### config.mk
export PLATFORM = sky130hd
export DESIGN_NAME = ntsa_isqrt
export DESIGN_NICKNAME = d
export VERILOG_FILES = /design/src/normal_to_spherical_angles_unit_assert.svh /design/src/ntsa_pkg.sv /design/src/ntsa_isqrt.sv
export SDC_FILE = /design/constraint.sdc
export NUM_CORES = 2
export LEC_CHECK = 0
export BUFFER_PORTS_ARGS = -buffer_cell sky130_fd_sc_hd__buf_4
export CAP_MARGIN = 20
export CORE_MARGIN = 2
export CORE_UTILIZATION = 62
export CTS_CLUSTER_DIAMETER = 100
export DETAILED_ROUTE_END_ITERATION = 6
export HOLD_SLACK_MARGIN = 0.1
export PLACE_DENSITY = 0.79
export SYNTH_ARGS = -nofsm -noshare
export SYNTH_HDL_FRONTEND = slang
export SYNTH_SLANG_ARGS = --single-unit
export TNS_END_PERCENT = 100
### constraint.sdc
create_clock -name clk -period 4.1 [get_ports clk]
set_input_delay 0.82 -clock clk [delete_from_list [all_inputs] [get_ports clk]]
set_output_delay 0.82 -clock clk [all_outputs]
set_load 0.02 [all_outputs]
### src/normal_to_spherical_angles_unit_assert.svh
// ----------------------------------------------------------------------------
// Assertion macros for the normal to spherical angles unit
// Immediate-consequence and next-cycle property checks with a reset guard.
// ----------------------------------------------------------------------------
`ifndef NORMAL_TO_SPHERICAL_ANGLES_UNIT_ASSERT_SVH
`define NORMAL_TO_SPHERICAL_ANGLES_UNIT_ASSERT_SVH

// Consequence holds in the same cycle as the antecedent.
`define NTSA_ASSERT_SAME(label, clk, rst_n, ante, cons, msg) \
    label: assert property (@(posedge clk) disable iff (!rst_n) (ante) |-> (cons)) \
        else $error(msg);

// Consequence holds in the cycle after the antecedent.
`define NTSA_ASSERT_NEXT(label, clk, rst_n, ante, cons, msg) \
    label: assert property (@(posedge clk) disable iff (!rst_n) (ante) |=> (cons)) \
        else $error(msg);

`endif

### src/ntsa_pkg.sv
// ----------------------------------------------------------------------------
// ntsa_pkg
// Widths, constants, types and the arctangent table of the angle unit.
// ----------------------------------------------------------------------------
package ntsa_pkg;

    localparam int IN_W         = 16;
    localparam int THETA_W      = 16;
    localparam int PHI_W        = 15;

    localparam int CORDIC_STEPS = 16;
    localparam int ATAN_LEN     = 24;
    localparam int ATAN_IDX_W   = $clog2(ATAN_LEN);
    localparam int ATAN_BITS    = 32;
    localparam int NUM_STEPS    = (CORDIC_STEPS < ATAN_LEN) ? CORDIC_STEPS : ATAN_LEN;

    // Square of a 16-bit signed value fits in 31 bits, the sum of two in 32
    localparam int SQ_W         = 2 * IN_W - 1;
    localparam int SUM_W        = SQ_W + 1;
    localparam int RAD_SHIFT    = 16;
    localparam int RAD_W        = SUM_W + RAD_SHIFT;
    localparam int ROOT_STEPS   = RAD_W / 2;
    localparam int ROOT_W       = ROOT_STEPS;

    // Vector coordinates: y is scaled by 2^8 to match the root, then all by 2^16.
    // Largest magnitude times CORDIC gain stays below 2^42.
    localparam int Y_SHIFT      = 8;
    localparam int VEC_SHIFT    = 16;
    localparam int VEC_W        = 44;

    // Angle accumulator: radians with 30 fraction bits, range about -1.8 to 3.4
    localparam int ACC_W        = 34;
    localparam int RND_SHIFT    = 17;
    localparam int ANG_W        = ACC_W - RND_SHIFT;

    localparam int NUM_LANES    = 2;
    localparam int LANE_THETA   = 0;
    localparam int LANE_PHI     = 1;

    typedef logic signed [VEC_W-1:0] coord_t;
    typedef logic signed [ACC_W-1:0] acc_t;

    localparam acc_t HALF_PI_ACC = acc_t'(34'h0_6487ED51);
    localparam acc_t ROUND_BIAS  = acc_t'(1) << (RND_SHIFT - 1);

    localparam int PI_Q13 = 25736;
    localparam logic [PHI_W-1:0] HALF_PI_Q13 = PHI_W'(12868);

    typedef struct packed {
        logic signed [IN_W-1:0] x;
        logic signed [IN_W-1:0] y;
        logic signed [IN_W-1:0] z;
    } ntsa_vec_t;

    typedef struct packed {
        logic neg_x;
        logic xz_zero;
        logic degen;
    } ntsa_flags_t;

    // atan(2^-i) in radians, 30 fraction bits
    function automatic logic [ATAN_BITS-1:0] atan_entry(input logic [ATAN_IDX_W-1:0] idx);
        logic [ATAN_BITS-1:0] val;
        case (idx)
            0:       val = 32'h3243F6A8;
            1:       val = 32'h1DAC6705;
            2:       val = 32'h0FADBAFC;
            3:       val = 32'h07F56EA6;
            4:       val = 32'h03FEAB76;
            5:       val = 32'h01FFD55B;
            6:       val = 32'h00FFFAAA;
            7:       val = 32'h007FFF55;
            8:       val = 32'h003FFFEA;
            9:       val = 32'h001FFFFD;
            10:      val = 32'h000FFFFF;
            11:      val = 32'h0007FFFF;
            12:      val = 32'h0003FFFF;
            13:      val = 32'h0001FFFF;
            14:      val = 32'h0000FFFF;
            15:      val = 32'h00007FFF;
            16:      val = 32'h00003FFF;
            17:      val = 32'h00001FFF;
            18:      val = 32'h00000FFF;
            19:      val = 32'h000007FF;
            20:      val = 32'h000003FF;
            21:      val = 32'h000001FF;
            22:      val = 32'h000000FF;
            23:      val = 32'h0000007F;
            default: val = '0;
        endcase
        return val;
    endfunction

endpackage

### src/ntsa_isqrt.sv
// ----------------------------------------------------------------------------
// ntsa_isqrt
// Pipelined integer square root, one root bit per stage (restoring method).
// ----------------------------------------------------------------------------
module ntsa_isqrt (
    input  logic                        clk,
    input  logic                        rst_n,
    input  logic                        en,
    input  logic                        in_valid,
    input  ntsa_pkg::ntsa_vec_t         in_vec,
    input  logic [ntsa_pkg::RAD_W-1:0]  radicand,
    output logic                        out_valid,
    output ntsa_pkg::ntsa_vec_t         out_vec,
    output logic [ntsa_pkg::ROOT_W-1:0] root
);
    import ntsa_pkg::*;

    logic             valid_reg [ROOT_STEPS];
    ntsa_vec_t        vec_reg   [ROOT_STEPS];
    logic [RAD_W-1:0] rem_reg   [ROOT_STEPS];
    logic [RAD_W-1:0] res_reg   [ROOT_STEPS];

    logic [RAD_W-1:0] rem_in    [ROOT_STEPS];
    logic [RAD_W-1:0] res_in    [ROOT_STEPS];
    logic [RAD_W-1:0] rem_next  [ROOT_STEPS];
    logic [RAD_W-1:0] res_next  [ROOT_STEPS];

    for (genvar k = 0; k < ROOT_STEPS; k++)
    begin : g_step
        localparam logic [RAD_W-1:0] STEP_BIT = RAD_W'(1) << (RAD_W - 2 - 2 * k);

        logic [RAD_W-1:0] trial;
        logic             fits;

        if (k == 0)
        begin : g_head
            assign rem_in[k] = radicand;
            assign res_in[k] = '0;
        end
        else
        begin : g_body
            assign rem_in[k] = rem_reg[k-1];
            assign res_in[k] = res_reg[k-1];
        end

        // Subtract the trial value where it fits and set this root bit
        assign trial       = res_in[k] + STEP_BIT;
        assign fits        = rem_in[k] >= trial;
        assign rem_next[k] = fits ? rem_in[k] - trial : rem_in[k];
        assign res_next[k] = fits ? (res_in[k] >> 1) + STEP_BIT : res_in[k] >> 1;
    end

    always_ff @(posedge clk or negedge rst_n)
    begin
        if (!rst_n)
        begin
            for (int k = 0; k < ROOT_STEPS; k++)
            begin
                valid_reg[k] <= 1'b0;
            end
        end
        else if (en)
        begin
            valid_reg[0] <= in_valid;
            for (int k = 1; k < ROOT_STEPS; k++)
            begin
                valid_reg[k] <= valid_reg[k-1];
            end
        end
    end

    always_ff @(posedge clk)
    begin
        if (en)
        begin
            vec_reg[0] <= in_vec;
            for (int k = 1; k < ROOT_STEPS; k++)
            begin
                vec_reg[k] <= vec_reg[k-1];
            end
            for (int k = 0; k < ROOT_STEPS; k++)
            begin
                rem_reg[k] <= rem_next[k];
                res_reg[k] <= res_next[k];
            end
        end
    end

    assign out_valid = valid_reg[ROOT_STEPS-1];
    assign out_vec   = vec_reg[ROOT_STEPS-1];
    assign root      = res_reg[ROOT_STEPS-1][ROOT_W-1:0];

endmodule

==> impl_metrics.py <==
metrics = {
    "critical_path": {
        "rrSetupSlack_ps": 190,
        "path_depth": 10,
        "arrival_ps": 4500,
        "r2r-end": "rem_reg[2][280]",
        "critPathLaunch": "rem_reg[2][205]",
        "slowest_delay_ps": 740,
        "cp_slowest_cell": "nor4_2",
        "cp.required_ps": 4690,
        "crit_end": "rem_reg[2][280]",
        "ff2ff_path_depth": 10,
        "cp-start-kind": "flop",
        "cpLargestDelayFamily": "compound AO/OA/AOI/OAI gates",
        "cp_cell_sequence": "ha_1 > nand2_1 > nor4_2 > a221oi_1 > a21boi_0 > buf_4 > o31ai_1 > a31oi_1 > nand4_1 > xnor2_1",
        "worstPathMaxFanout": 9,
        "cp-end-kind": "flop",
        "crit_buf_inv": 1,
        "crit_type": "flop to flop",
        "worstReg2RegStart": "rem_reg[2][205]",
    },
    "yosys": {
        "syn_area_sq_um": 103000,
        "syn_nets": 6945,
        "yosys_warnings": 0,
        "avgSynthCellArea_sq_um": 15.7,
        "netlist_instances": 6523,
        "synth_top_flop_cell": "edfxtp_1",
        "post_synth_num_cell_types": 86,
        "async_flop_share_pct": 0.930,
        "synth_edf_count": 2556,
        "ys_ff_latch": 2580,
        "seq_area_frac_synth_pct": 75.3,
    },
    "cts": {
        "clock_sinks": 2580,
        "clockBufferDepth": 3,
        "clk_pin_slew_ps": 60,
        "cts_setup_buffers": 0,
        "cts_max_level": 4,
        "clock_latency_ps": 890,
        "cts_buffers": 241,
        "cts_root_buffer": "clkbuf_16",
        "cts_tree": "built",
    },
    "placement": {
        "dp.final_hpwl_mm": 122,
        "portBuffers": 172,
        "dp_slack_ps": -101,
        "gp_congestion": 0.956,
    },
    "grt": {
        "globalRouteTotalUtil_pct": 22.6,
        "globalRouteOverflowTotal": 0,
        "antenna_found_initial": 3,
        "grt_pass1_vias": 55900,
        "grt_max_degree": 125,
        "grt_pass1_wl_mm": 298,
    },
    "status": {
        "status": "completed",
    },
    "sta": {
        "slew_headroom_pct": 35.6,
        "fin_worst_skew_ps": 54.7,
        "rsz0062_at_grt": "false",
        "max_clock_freq_ghz": 0.255,
        "setup_viol": 0,
        "holdWs_ps": 179,
        "setup_slack_ps": 186,
        "hold_violations": 0,
        "min_period_ps": 3910,
        "slew_viol_final": 0,
        "post-route-period-util_pct": 95.5,
        "tightest_slew_ps": 958,
    },
    "flow_run": {
        "maxCapViolCount": 0,
    },
    "final_layout": {
        "diodes": 0,
        "final_cell_mix": "2,556 x edfxtp_1, 404 x inv_1, 333 x nor2_1",
        "nFillCells": 10300,
        "drive_gt1_share_pct": 10.9,
        "largest_register_ffs": 1152,
        "syn_to_final_growth_pct": 13.5,
        "final_common_cell": "edfxtp_1",
        "finish.utilization_pct": 70.7,
        "final_nets": 7487,
    },
    "drt": {
        "wl_per_cell_um": 20.0,
        "final_antenna_net_count": 0,
        "routed_wl_mm": 189,
        "drc": 0,
        "routed-via-count": 54400,
        "drtIter0Drc": 3877,
        "first_pass_iters": 6,
        "viasPerCell": 5.75,
    },
    "power_and_ir_drop": {
        "ir_drop_mv": 0.517,
        "p_leak_nw": 42.5,
        "power.density_nw_per_um2": 545,
    },
    "worst_hold_path": {
        "hp-class": "input pin to flop",
    },
    "floorplan": {
        "die_y_um": 411,
        "io_pins": 173,
        "dieArea_sq_um": 169000,
        "initial_core_util_pct": 62.3,
        "fp.coreArea_sq_um": 165000,
        "rows": 149,
        "die_w_um": 411,
    },
}
## area by class of cell
type	count	area (sq um)	area share, %
clock buffers	292	6220	5.34
clock inverters	156	1580	1.36
inverters	406	1520	1.31
multi-input cells	3405	23100	19.9
flip-flops and latches	2580	77400	66.4
well taps	2189	2740	2.35
repair buffers	431	3960	3.40
## cell usage after synthesis, drive strengths merged (24+ instances only)
master | instances | area [sq um]
xnor2 | 253 | 2220
a21o | 86 | 647
nand2b | 60 | 375
ha | 322 | 4030
or3 | 63 | 394
mux2 | 52 | 586
a21oi | 303 | 1520
or4 | 31 | 240
nand2 | 332 | 1250
a211oi | 29 | 218
nor4 | 182 | 1150
inv | 405 | 1520
nand4 | 91 | 569
nand3 | 93 | 465
clkbuf | 66 | 248
edfxtp | 2556 | 76800
o21a | 72 | 541
xor2 | 221 | 1940
buf | 66 | 453
o21ai | 267 | 1340
dfrtp | 24 | 601
nor2b | 53 | 332
nor3 | 141 | 716
nand4b | 28 | 245
nor2 | 333 | 1250
o31ai | 35 | 268
or2 | 27 | 169
o211ai | 28 | 210
nor4b | 31 | 272
## metal layers
| layer | up-vias | part of all wire, % | wire (um) | global-route usage (%) |
|---|---|---|---|---|
| li1 | 25900 | - | - | - |
| met1 | 26500 | 37 | 69700 | 24.8 |
| met2 | 1451 | 54 | 102000 | 41.9 |
| met3 | 475 | 4.1 | 7660 | 3.75 |
| met4 | 4 | 5.2 | 9750 | 11.5 |
| met5 | - | 0.013 | 25 | 0 |
## cell families (layout without fill, tap and decap cells)
group	after synthesis	in the layout	synth area share, %
buffers and inverters	538	1285	2.17
adder cells (fa/ha/maj)	322	322	3.92
flip-flops	2580	2580	75.3
XOR/XNOR	474	474	4.04
multiplexers	62	62	0.668
AO/OA/AOI/OAI	992	992	6.00
AND/OR/NAND/NOR	1555	1555	7.89
## how the worst min path moves through the flow
stage,startpoint,endpoint,depth (start not counted)
2_1_floorplan,vec_reg[0][0],vec_reg[0][48],0
6_report,in_valid,valid_reg[23],2
3_3_place_gp,vec_reg[1][38],vec_reg[1][86],0
5_1_grt,in_valid,valid_reg[23],2
4_1_cts,in_valid,valid_reg[23],2
3_5_place_dp,vec_reg[0][38],vec_reg[0][86],0
## power by group
part	internal, W	switching (W)	total, W
clock	0.0123	0.00960	0.0219
sequential	0.0322	0.00152	0.0337
combinational	0.00334	0.00458	0.00792
## metrics by stage
stage | TNS [ps] | std cells | total power (W) | cell area (sq um)
final | 0 | 9459 | 0.0635 | 117000
after global routing | 0 | 9459 | 0.0660 | 117000
after CTS | 0 | 9457 | 0.0639 | 117000
after detailed placement | -463 | 8914 | 0.0419 | 108000
after global placement | -20.5 | 8914 | 0.0415 | 108000
after floorplan | 0 | 6523 | 0.0390 | 103000
## what timing repair did
action                     in CTS  in global routing
resized for setup               1                  1
hold endpoints to repair      118                  0
pin swaps                       0                  0
setup endpoints to repair       8                  1
hold buffers                   95                  0
(Power assumes the default switching activity.)
