## config.mk

```make
export PLATFORM = sky130hd
export DESIGN_NAME = ntsa_front
export DESIGN_NICKNAME = d
export VERILOG_FILES = /design/src/normal_to_spherical_angles_unit_assert.svh /design/src/ntsa_pkg.sv /design/src/ntsa_front.sv
export SDC_FILE = /design/constraint.sdc
export NUM_CORES = 1
export LEC_CHECK = 0
export BUFFER_PORTS_ARGS = -buffer_cell sky130_fd_sc_hd__buf_2
export CAP_MARGIN = 20
export CORE_MARGIN = 1
export CORE_UTILIZATION = 55
export DETAILED_ROUTE_END_ITERATION = 6
export PLACE_DENSITY = 0.73
export SLEW_MARGIN = 20
export SYNTH_ARGS = -nofsm -noshare
export SYNTH_HDL_FRONTEND = slang
export SYNTH_SLANG_ARGS = --single-unit
```

## constraint.sdc

```tcl
create_clock -name clk -period 8.8 [get_ports clk]
set_input_delay 1.76 -clock clk [delete_from_list [all_inputs] [get_ports clk]]
set_output_delay 1.76 -clock clk [all_outputs]
set_load 0.005 [all_outputs]
```

## src/normal_to_spherical_angles_unit_assert.svh

```systemverilog
// ----------------------------------------------------------------------------
// Assertion macros for the normal to spherical angles unit
// Immediate-consequence and next-cycle property checks with a reset guard.
// ----------------------------------------------------------------------------
`ifndef NORMAL_TO_SPHERICAL_ANGLES_UNIT_ASSERT_SVH
`define NORMAL_TO_SPHERICAL_ANGLES_UNIT_ASSERT_SVH

// Consequence holds in the same cycle as the antecedent.
`define NTSA_ASSERT_SAME(label, clk, rst_n, ante, cons, msg) \
    label: assert property (@(posedge clk) disable iff (!rst_n) (ante) |-> (cons)) \
        else $error(msg);

// Consequence holds in the cycle after the antecedent.
`define NTSA_ASSERT_NEXT(label, clk, rst_n, ante, cons, msg) \
    label: assert property (@(posedge clk) disable iff (!rst_n) (ante) |=> (cons)) \
        else $error(msg);

`endif

```

## src/ntsa_pkg.sv

```systemverilog
// ----------------------------------------------------------------------------
// ntsa_pkg
// Widths, constants, types and the arctangent table of the angle unit.
// ----------------------------------------------------------------------------
package ntsa_pkg;

    localparam int IN_W         = 16;
    localparam int THETA_W      = 16;
    localparam int PHI_W        = 15;

    localparam int CORDIC_STEPS = 16;
    localparam int ATAN_LEN     = 24;
    localparam int ATAN_IDX_W   = $clog2(ATAN_LEN);
    localparam int ATAN_BITS    = 32;
    localparam int NUM_STEPS    = (CORDIC_STEPS < ATAN_LEN) ? CORDIC_STEPS : ATAN_LEN;

    // Square of a 16-bit signed value fits in 31 bits, the sum of two in 32
    localparam int SQ_W         = 2 * IN_W - 1;
    localparam int SUM_W        = SQ_W + 1;
    localparam int RAD_SHIFT    = 16;
    localparam int RAD_W        = SUM_W + RAD_SHIFT;
    localparam int ROOT_STEPS   = RAD_W / 2;
    localparam int ROOT_W       = ROOT_STEPS;

    // Vector coordinates: y is scaled by 2^8 to match the root, then all by 2^16.
    // Largest magnitude times CORDIC gain stays below 2^42.
    localparam int Y_SHIFT      = 8;
    localparam int VEC_SHIFT    = 16;
    localparam int VEC_W        = 44;

    // Angle accumulator: radians with 30 fraction bits, range about -1.8 to 3.4
    localparam int ACC_W        = 34;
    localparam int RND_SHIFT    = 17;
    localparam int ANG_W        = ACC_W - RND_SHIFT;

    localparam int NUM_LANES    = 2;
    localparam int LANE_THETA   = 0;
    localparam int LANE_PHI     = 1;

    typedef logic signed [VEC_W-1:0] coord_t;
    typedef logic signed [ACC_W-1:0] acc_t;

    localparam acc_t HALF_PI_ACC = acc_t'(34'h0_6487ED51);
    localparam acc_t ROUND_BIAS  = acc_t'(1) << (RND_SHIFT - 1);

    localparam int PI_Q13 = 25736;
    localparam logic [PHI_W-1:0] HALF_PI_Q13 = PHI_W'(12868);

    typedef struct packed {
        logic signed [IN_W-1:0] x;
        logic signed [IN_W-1:0] y;
        logic signed [IN_W-1:0] z;
    } ntsa_vec_t;

    typedef struct packed {
        logic neg_x;
        logic xz_zero;
        logic degen;
    } ntsa_flags_t;

    // atan(2^-i) in radians, 30 fraction bits
    function automatic logic [ATAN_BITS-1:0] atan_entry(input logic [ATAN_IDX_W-1:0] idx);
        logic [ATAN_BITS-1:0] val;
        case (idx)
            0:       val = 32'h3243F6A8;
            1:       val = 32'h1DAC6705;
            2:       val = 32'h0FADBAFC;
            3:       val = 32'h07F56EA6;
            4:       val = 32'h03FEAB76;
            5:       val = 32'h01FFD55B;
            6:       val = 32'h00FFFAAA;
            7:       val = 32'h007FFF55;
            8:       val = 32'h003FFFEA;
            9:       val = 32'h001FFFFD;
            10:      val = 32'h000FFFFF;
            11:      val = 32'h0007FFFF;
            12:      val = 32'h0003FFFF;
            13:      val = 32'h0001FFFF;
            14:      val = 32'h0000FFFF;
            15:      val = 32'h00007FFF;
            16:      val = 32'h00003FFF;
            17:      val = 32'h00001FFF;
            18:      val = 32'h00000FFF;
            19:      val = 32'h000007FF;
            20:      val = 32'h000003FF;
            21:      val = 32'h000001FF;
            22:      val = 32'h000000FF;
            23:      val = 32'h0000007F;
            default: val = '0;
        endcase
        return val;
    endfunction

endpackage

```

## src/ntsa_front.sv

```systemverilog
// ----------------------------------------------------------------------------
// ntsa_front
// Input register, squares of x and z, and the radicand (x^2 + z^2) << 16.
// ----------------------------------------------------------------------------
module ntsa_front (
    input  logic                       clk,
    input  logic                       rst_n,
    input  logic                       en,
    input  logic                       in_valid,
    input  ntsa_pkg::ntsa_vec_t        in_vec,
    output logic                       out_valid,
    output ntsa_pkg::ntsa_vec_t        out_vec,
    output logic [ntsa_pkg::RAD_W-1:0] radicand
);
    import ntsa_pkg::*;

    logic             valid0_reg;
    logic             valid1_reg;
    logic             valid2_reg;
    ntsa_vec_t        vec0_reg;
    ntsa_vec_t        vec1_reg;
    ntsa_vec_t        vec2_reg;
    logic [SQ_W-1:0]  sqx_reg;
    logic [SQ_W-1:0]  sqz_reg;
    logic [RAD_W-1:0] radicand_reg;

    logic signed [2*IN_W-1:0] prod_x;
    logic signed [2*IN_W-1:0] prod_z;
    logic [SQ_W-1:0]          sqx_next;
    logic [SQ_W-1:0]          sqz_next;
    logic [SUM_W-1:0]         sum_next;
    logic [RAD_W-1:0]         radicand_next;

    assign prod_x   = $signed(vec0_reg.x) * $signed(vec0_reg.x);
    assign prod_z   = $signed(vec0_reg.z) * $signed(vec0_reg.z);
    // A square is never negative and at most 2^30
    assign sqx_next = prod_x[SQ_W-1:0];
    assign sqz_next = prod_z[SQ_W-1:0];

    assign sum_next      = SUM_W'(sqx_reg) + SUM_W'(sqz_reg);
    assign radicand_next = {sum_next, {RAD_SHIFT{1'b0}}};

    always_ff @(posedge clk or negedge rst_n)
    begin
        if (!rst_n)
        begin
            valid0_reg <= 1'b0;
            valid1_reg <= 1'b0;
            valid2_reg <= 1'b0;
        end
        else if (en)
        begin
            valid0_reg <= in_valid;
            valid1_reg <= valid0_reg;
            valid2_reg <= valid1_reg;
        end
    end

    always_ff @(posedge clk)
    begin
        if (en)
        begin
            vec0_reg     <= in_vec;
            vec1_reg     <= vec0_reg;
            sqx_reg      <= sqx_next;
            sqz_reg      <= sqz_next;
            vec2_reg     <= vec1_reg;
            radicand_reg <= radicand_next;
        end
    end

    assign out_valid = valid2_reg;
    assign out_vec   = vec2_reg;
    assign radicand  = radicand_reg;

endmodule

```

==> qor_table.md <==
| Metric | Reported | Unit |
| --- | --- | --- |
| DP Worst Slack | 1.94 | ns |
| First-pass DRT Iterations | 5 | - |
| Detailed-route wire length per cell | 16.2 | microns |
| Kind of capture point of the worst setup path | register | - |
| Mean number of vias per cell | 5.26 | - |
| Fin Hold WS | 0.413 | ns |
| Final #Nets | 3,195 | - |
| Maximum root-to-sink buffer count | 3 | - |
| Clock insertion delay at the later pin of the skew report | 0.56 | ns |
| Run status | finished, final reports clean | - |
| DR WL met2 | 25,400 | microns |
| Netlist cell types | 66 | - |
| Die W | 219 | microns |
| Uppermost layer routed | met4 | - |
| HPWL after detailed placement | 40,600 | microns |
| Worst hold path type | reg2reg | - |
| TritonCTS clock tree | built | - |
| Root Buffer Master | clkbuf_16 | - |
| Fill count | 3,789 | - |
| Largest incremental delay on the critical path | 0.73 | ns |
| Main synth FF type | edfxtp_1 | - |
| Fraction of layout cells with a size suffix above 1 | 8.50 | % |
| Routability-driven placement congestion ratio | 0.937 | - |
| Number of buffers inserted to repair setup after CTS | 0 | - |
| Unrepaired setup endpoints after global routing | false | - |
| First-pass GRT wire length | 84,500 | microns |
| Post-synth top area cell | fa_1 | - |
| Library cell contributing the largest single delay on the critical path | fa_1 | - |
| Total DRC errors in the routed layout | 0 | - |
| Number of I/O port buffers | 132 | - |
| Number of failing hold endpoints at the final stage | 0 | - |
| Dominant cells by area after synthesis | fa_1 35%, edfxtp_1 27%, ha_1 9.6% | - |
| Final setup violation count | 0 | - |
| MaxCap Viol Count | 0 | - |
| EDFF count, synth | 234 | - |
| Largest fanout on the critical path | 17 | - |
| Area occupied by multi-input gates | 16,100 | sq um |
| Length of routed met3 wiring | 2770 | microns |
| Overall track demand over capacity in global routing | 22.3 | % |
| Y dimension of the die | 219 | microns |
| Ys Warns | 0 | - |
| Core outline area | 46,600 | sq um |
| Detailed Route WL | 50,400 | microns |
| Post-synthesis sequential area ratio | 27.4 | % |
| Final-report max-slew violation count | 0 | - |
| Worst-case headroom to the max-slew limit | 36.9 | % |
| Clock transition at the registers of the reported paths | 0.06 | ns |
| Category of the worst setup path launch point | register | - |
| Number of buffer and inverter instances along the worst setup path | 6 | - |
| Number of synthesized register bits | 237 | - |
| Post-CTS Hold Buffers | 0 | - |
| Antenna diode count | 0 | - |
| CP arrival | 7.26 | ns |
| Most prevalent standard cell on the critical path | fa_1 | - |
| Cell Area, Synth | 25,900 | sq um |
| Count of nets left with antenna violations after detail routing | 0 | - |
| Worst setup path class | reg2reg | - |
| Number of placement rows | 79 | - |
| PostCTS Resize Cnt | 0 | - |
| Initial core utilization | 55.7 | % |
| Setup slack after layout | 1.84 | ns |
| Post-synthesis cell count | 2,363 | - |
| Storage cell area | 7100 | sq um |
| Number of clock sinks seen by CTS | 237 | - |
| Floorplan die area | 48,000 | sq um |
| Synth top area share | 35.4 | % |
| Number of levels the H-tree was split into | 1 | - |
| Minimum clock period | 6.96 | ns |
| Via count | 16,400 | - |
| Average cell area after synthesis | 11.0 | sq um |
| Skew final | 0.00982 | ns |
| Number of buffers created by CTS | 28 | - |
| Met1 routed wirelength after detailed routing | 20,800 | microns |
| Overflow left after global routing | 0 | - |
| Largest net degree at the start of global routing | 92 | - |
| Sequence of cells on the critical path | buf_4 > inv_1 > nor2_1 > fa_1 > inv_1 > fa_1 > inv_1 > fa_1 > fa_1 > fa_1 > inv_1 > fa_1 > inv_1 > ha_1 > a2111oi_0 > o21ai_1 > a221oi_1 > o211ai_1 > nand2_1 > o2111ai_1 > a21oi_1 > xnor2_1 | - |
| Data required time at the worst endpoint | 9.10 | ns |
| Period Utilization, post-route | 79.0 | % |
| Via count of the first global-routing pass | 17,600 | - |
| Total negative setup slack | 0 | ns |
| Upper clock frequency limit | 144 | MHz |
| Non-filler instance count after layout | 3,114 | - |
| Slew at the pin closest to its max-slew limit | 0.947 | ns |
| Iter 0 DRT Violations | 997 | - |
| Number of antenna violations at the first check in global routing | 0 | - |
| Number of instances in the placed design | 3,062 | - |
| Fraction of synthesis flops using an asynchronous set or reset pin | 1.27 | % |
| I/O pin count | 149 | - |
| Largest delay share family, worst path | adder cells | - |
| Growth of design area from synthesis to finish | 8.22 | % |
==> cell families after synthesis <==
| kind of cell | share of synthesized area, % |
|---|---|
| simple gates | 7.59 |
| xor+xnor | 3.61 |
| other cells | 0.0145 |
| fa+ha+maj | 45.0 |
| mux | 0.217 |
| flops | 27.4 |
| compound gates | 5.58 |
| buf+inv | 10.6 |
==> per-stage QoR <==
| stage | instance area [sq um] | utilization [%] |
|---|---|---|
| detailed placement | 27200 | 58.4 |
| global placement | 27200 | 58.4 |
| global route | 28100 | 60.3 |
| CTS | 28100 | 60.3 |
| finish | 28100 | 60.3 |
| floorplan | 26000 | - |
==> per-layer routing <==
metal / track usage (%) / vias to the layer above
li1: - / 7465
met1: 29.7 / 8366
met2: 38.4 / 456
met3: 2.66 / 108
met4: 6.69 / 0
met5: 0 / -
==> synth_stat cells, types with 11 or more instances <==
| cell type | number |
|---|---|
| a21o_1 | 19 |
| inv_1 | 649 |
| a21oi_1 | 58 |
| ha_1 | 199 |
| buf_4 | 16 |
| o21a_1 | 14 |
| o21ai_1 | 25 |
| nand2_1 | 175 |
| a211oi_1 | 11 |
| clkbuf_1 | 43 |
| nand3_1 | 12 |
| nor2b_1 | 12 |
| xnor2_1 | 77 |
| nor2_1 | 110 |
| and2_1 | 72 |
| xor2_1 | 30 |
| o21ai_0 | 23 |
| fa_1 | 459 |
| edfxtp_1 | 234 |
| nor3_1 | 14 |
==> final timing paths <==
kind / startpoint / to / slack [ns] / cells past startpoint
min in group asynchronous: rst_n / out_valid / 0.98 / 1
min reg2reg: vec1_reg[45] / out_vec[45] / 0.41 / 0
max: vec0_reg[15] / sqz_reg[30] / 1.84 / 22
min: vec1_reg[45] / out_vec[45] / 0.41 / 0
max reg2reg: vec0_reg[15] / sqz_reg[30] / 1.84 / 22
max in group asynchronous: rst_n / valid0_reg / 7.71 / 1
==> cells in the final DEF (no fill, tap or decap), types with 12 or more instances in the layout <==
cell	count
inv_1	649
fa_1	459
edfxtp_1	234
ha_1	199
nand2_1	175
buf_2	131
nor2_1	110
xnor2_1	77
and2_1	72
a21oi_1	58
xor2_1	30
clkbuf_16	29
o21ai_1	25
o21ai_0	23
a21o_1	19
conb_1	16
nor3_1	14
o21a_1	14
nand3_1	12
nor2b_1	12
==> worst reg2reg max path, delay by kind of cell, from the launching register on <==
| family | cells | cell delay (ns) |
|---|---|---|
| flops | 1 | 0.35 |
| fa+ha+maj | 7 | 3.49 |
| buf+inv | 6 | 1.13 |
| xor+xnor | 1 | 0.08 |
| simple gates | 2 | 0.33 |
| compound gates | 6 | 1.32 |
==> final cells by class <==
class                           count  area share, %
Clock buffer                       37           2.87
Tap cell                          607           2.71
Sequential cell                   237           25.3
Multi-Input combinational cell   1429           57.5
Inverter                          651           8.71
Clock inverter                     15          0.330
Timing Repair Buffer              138           2.55
Power is not shown: default switching activity piles up to over one toggle a cycle in this logic, so the estimate is an artifact.
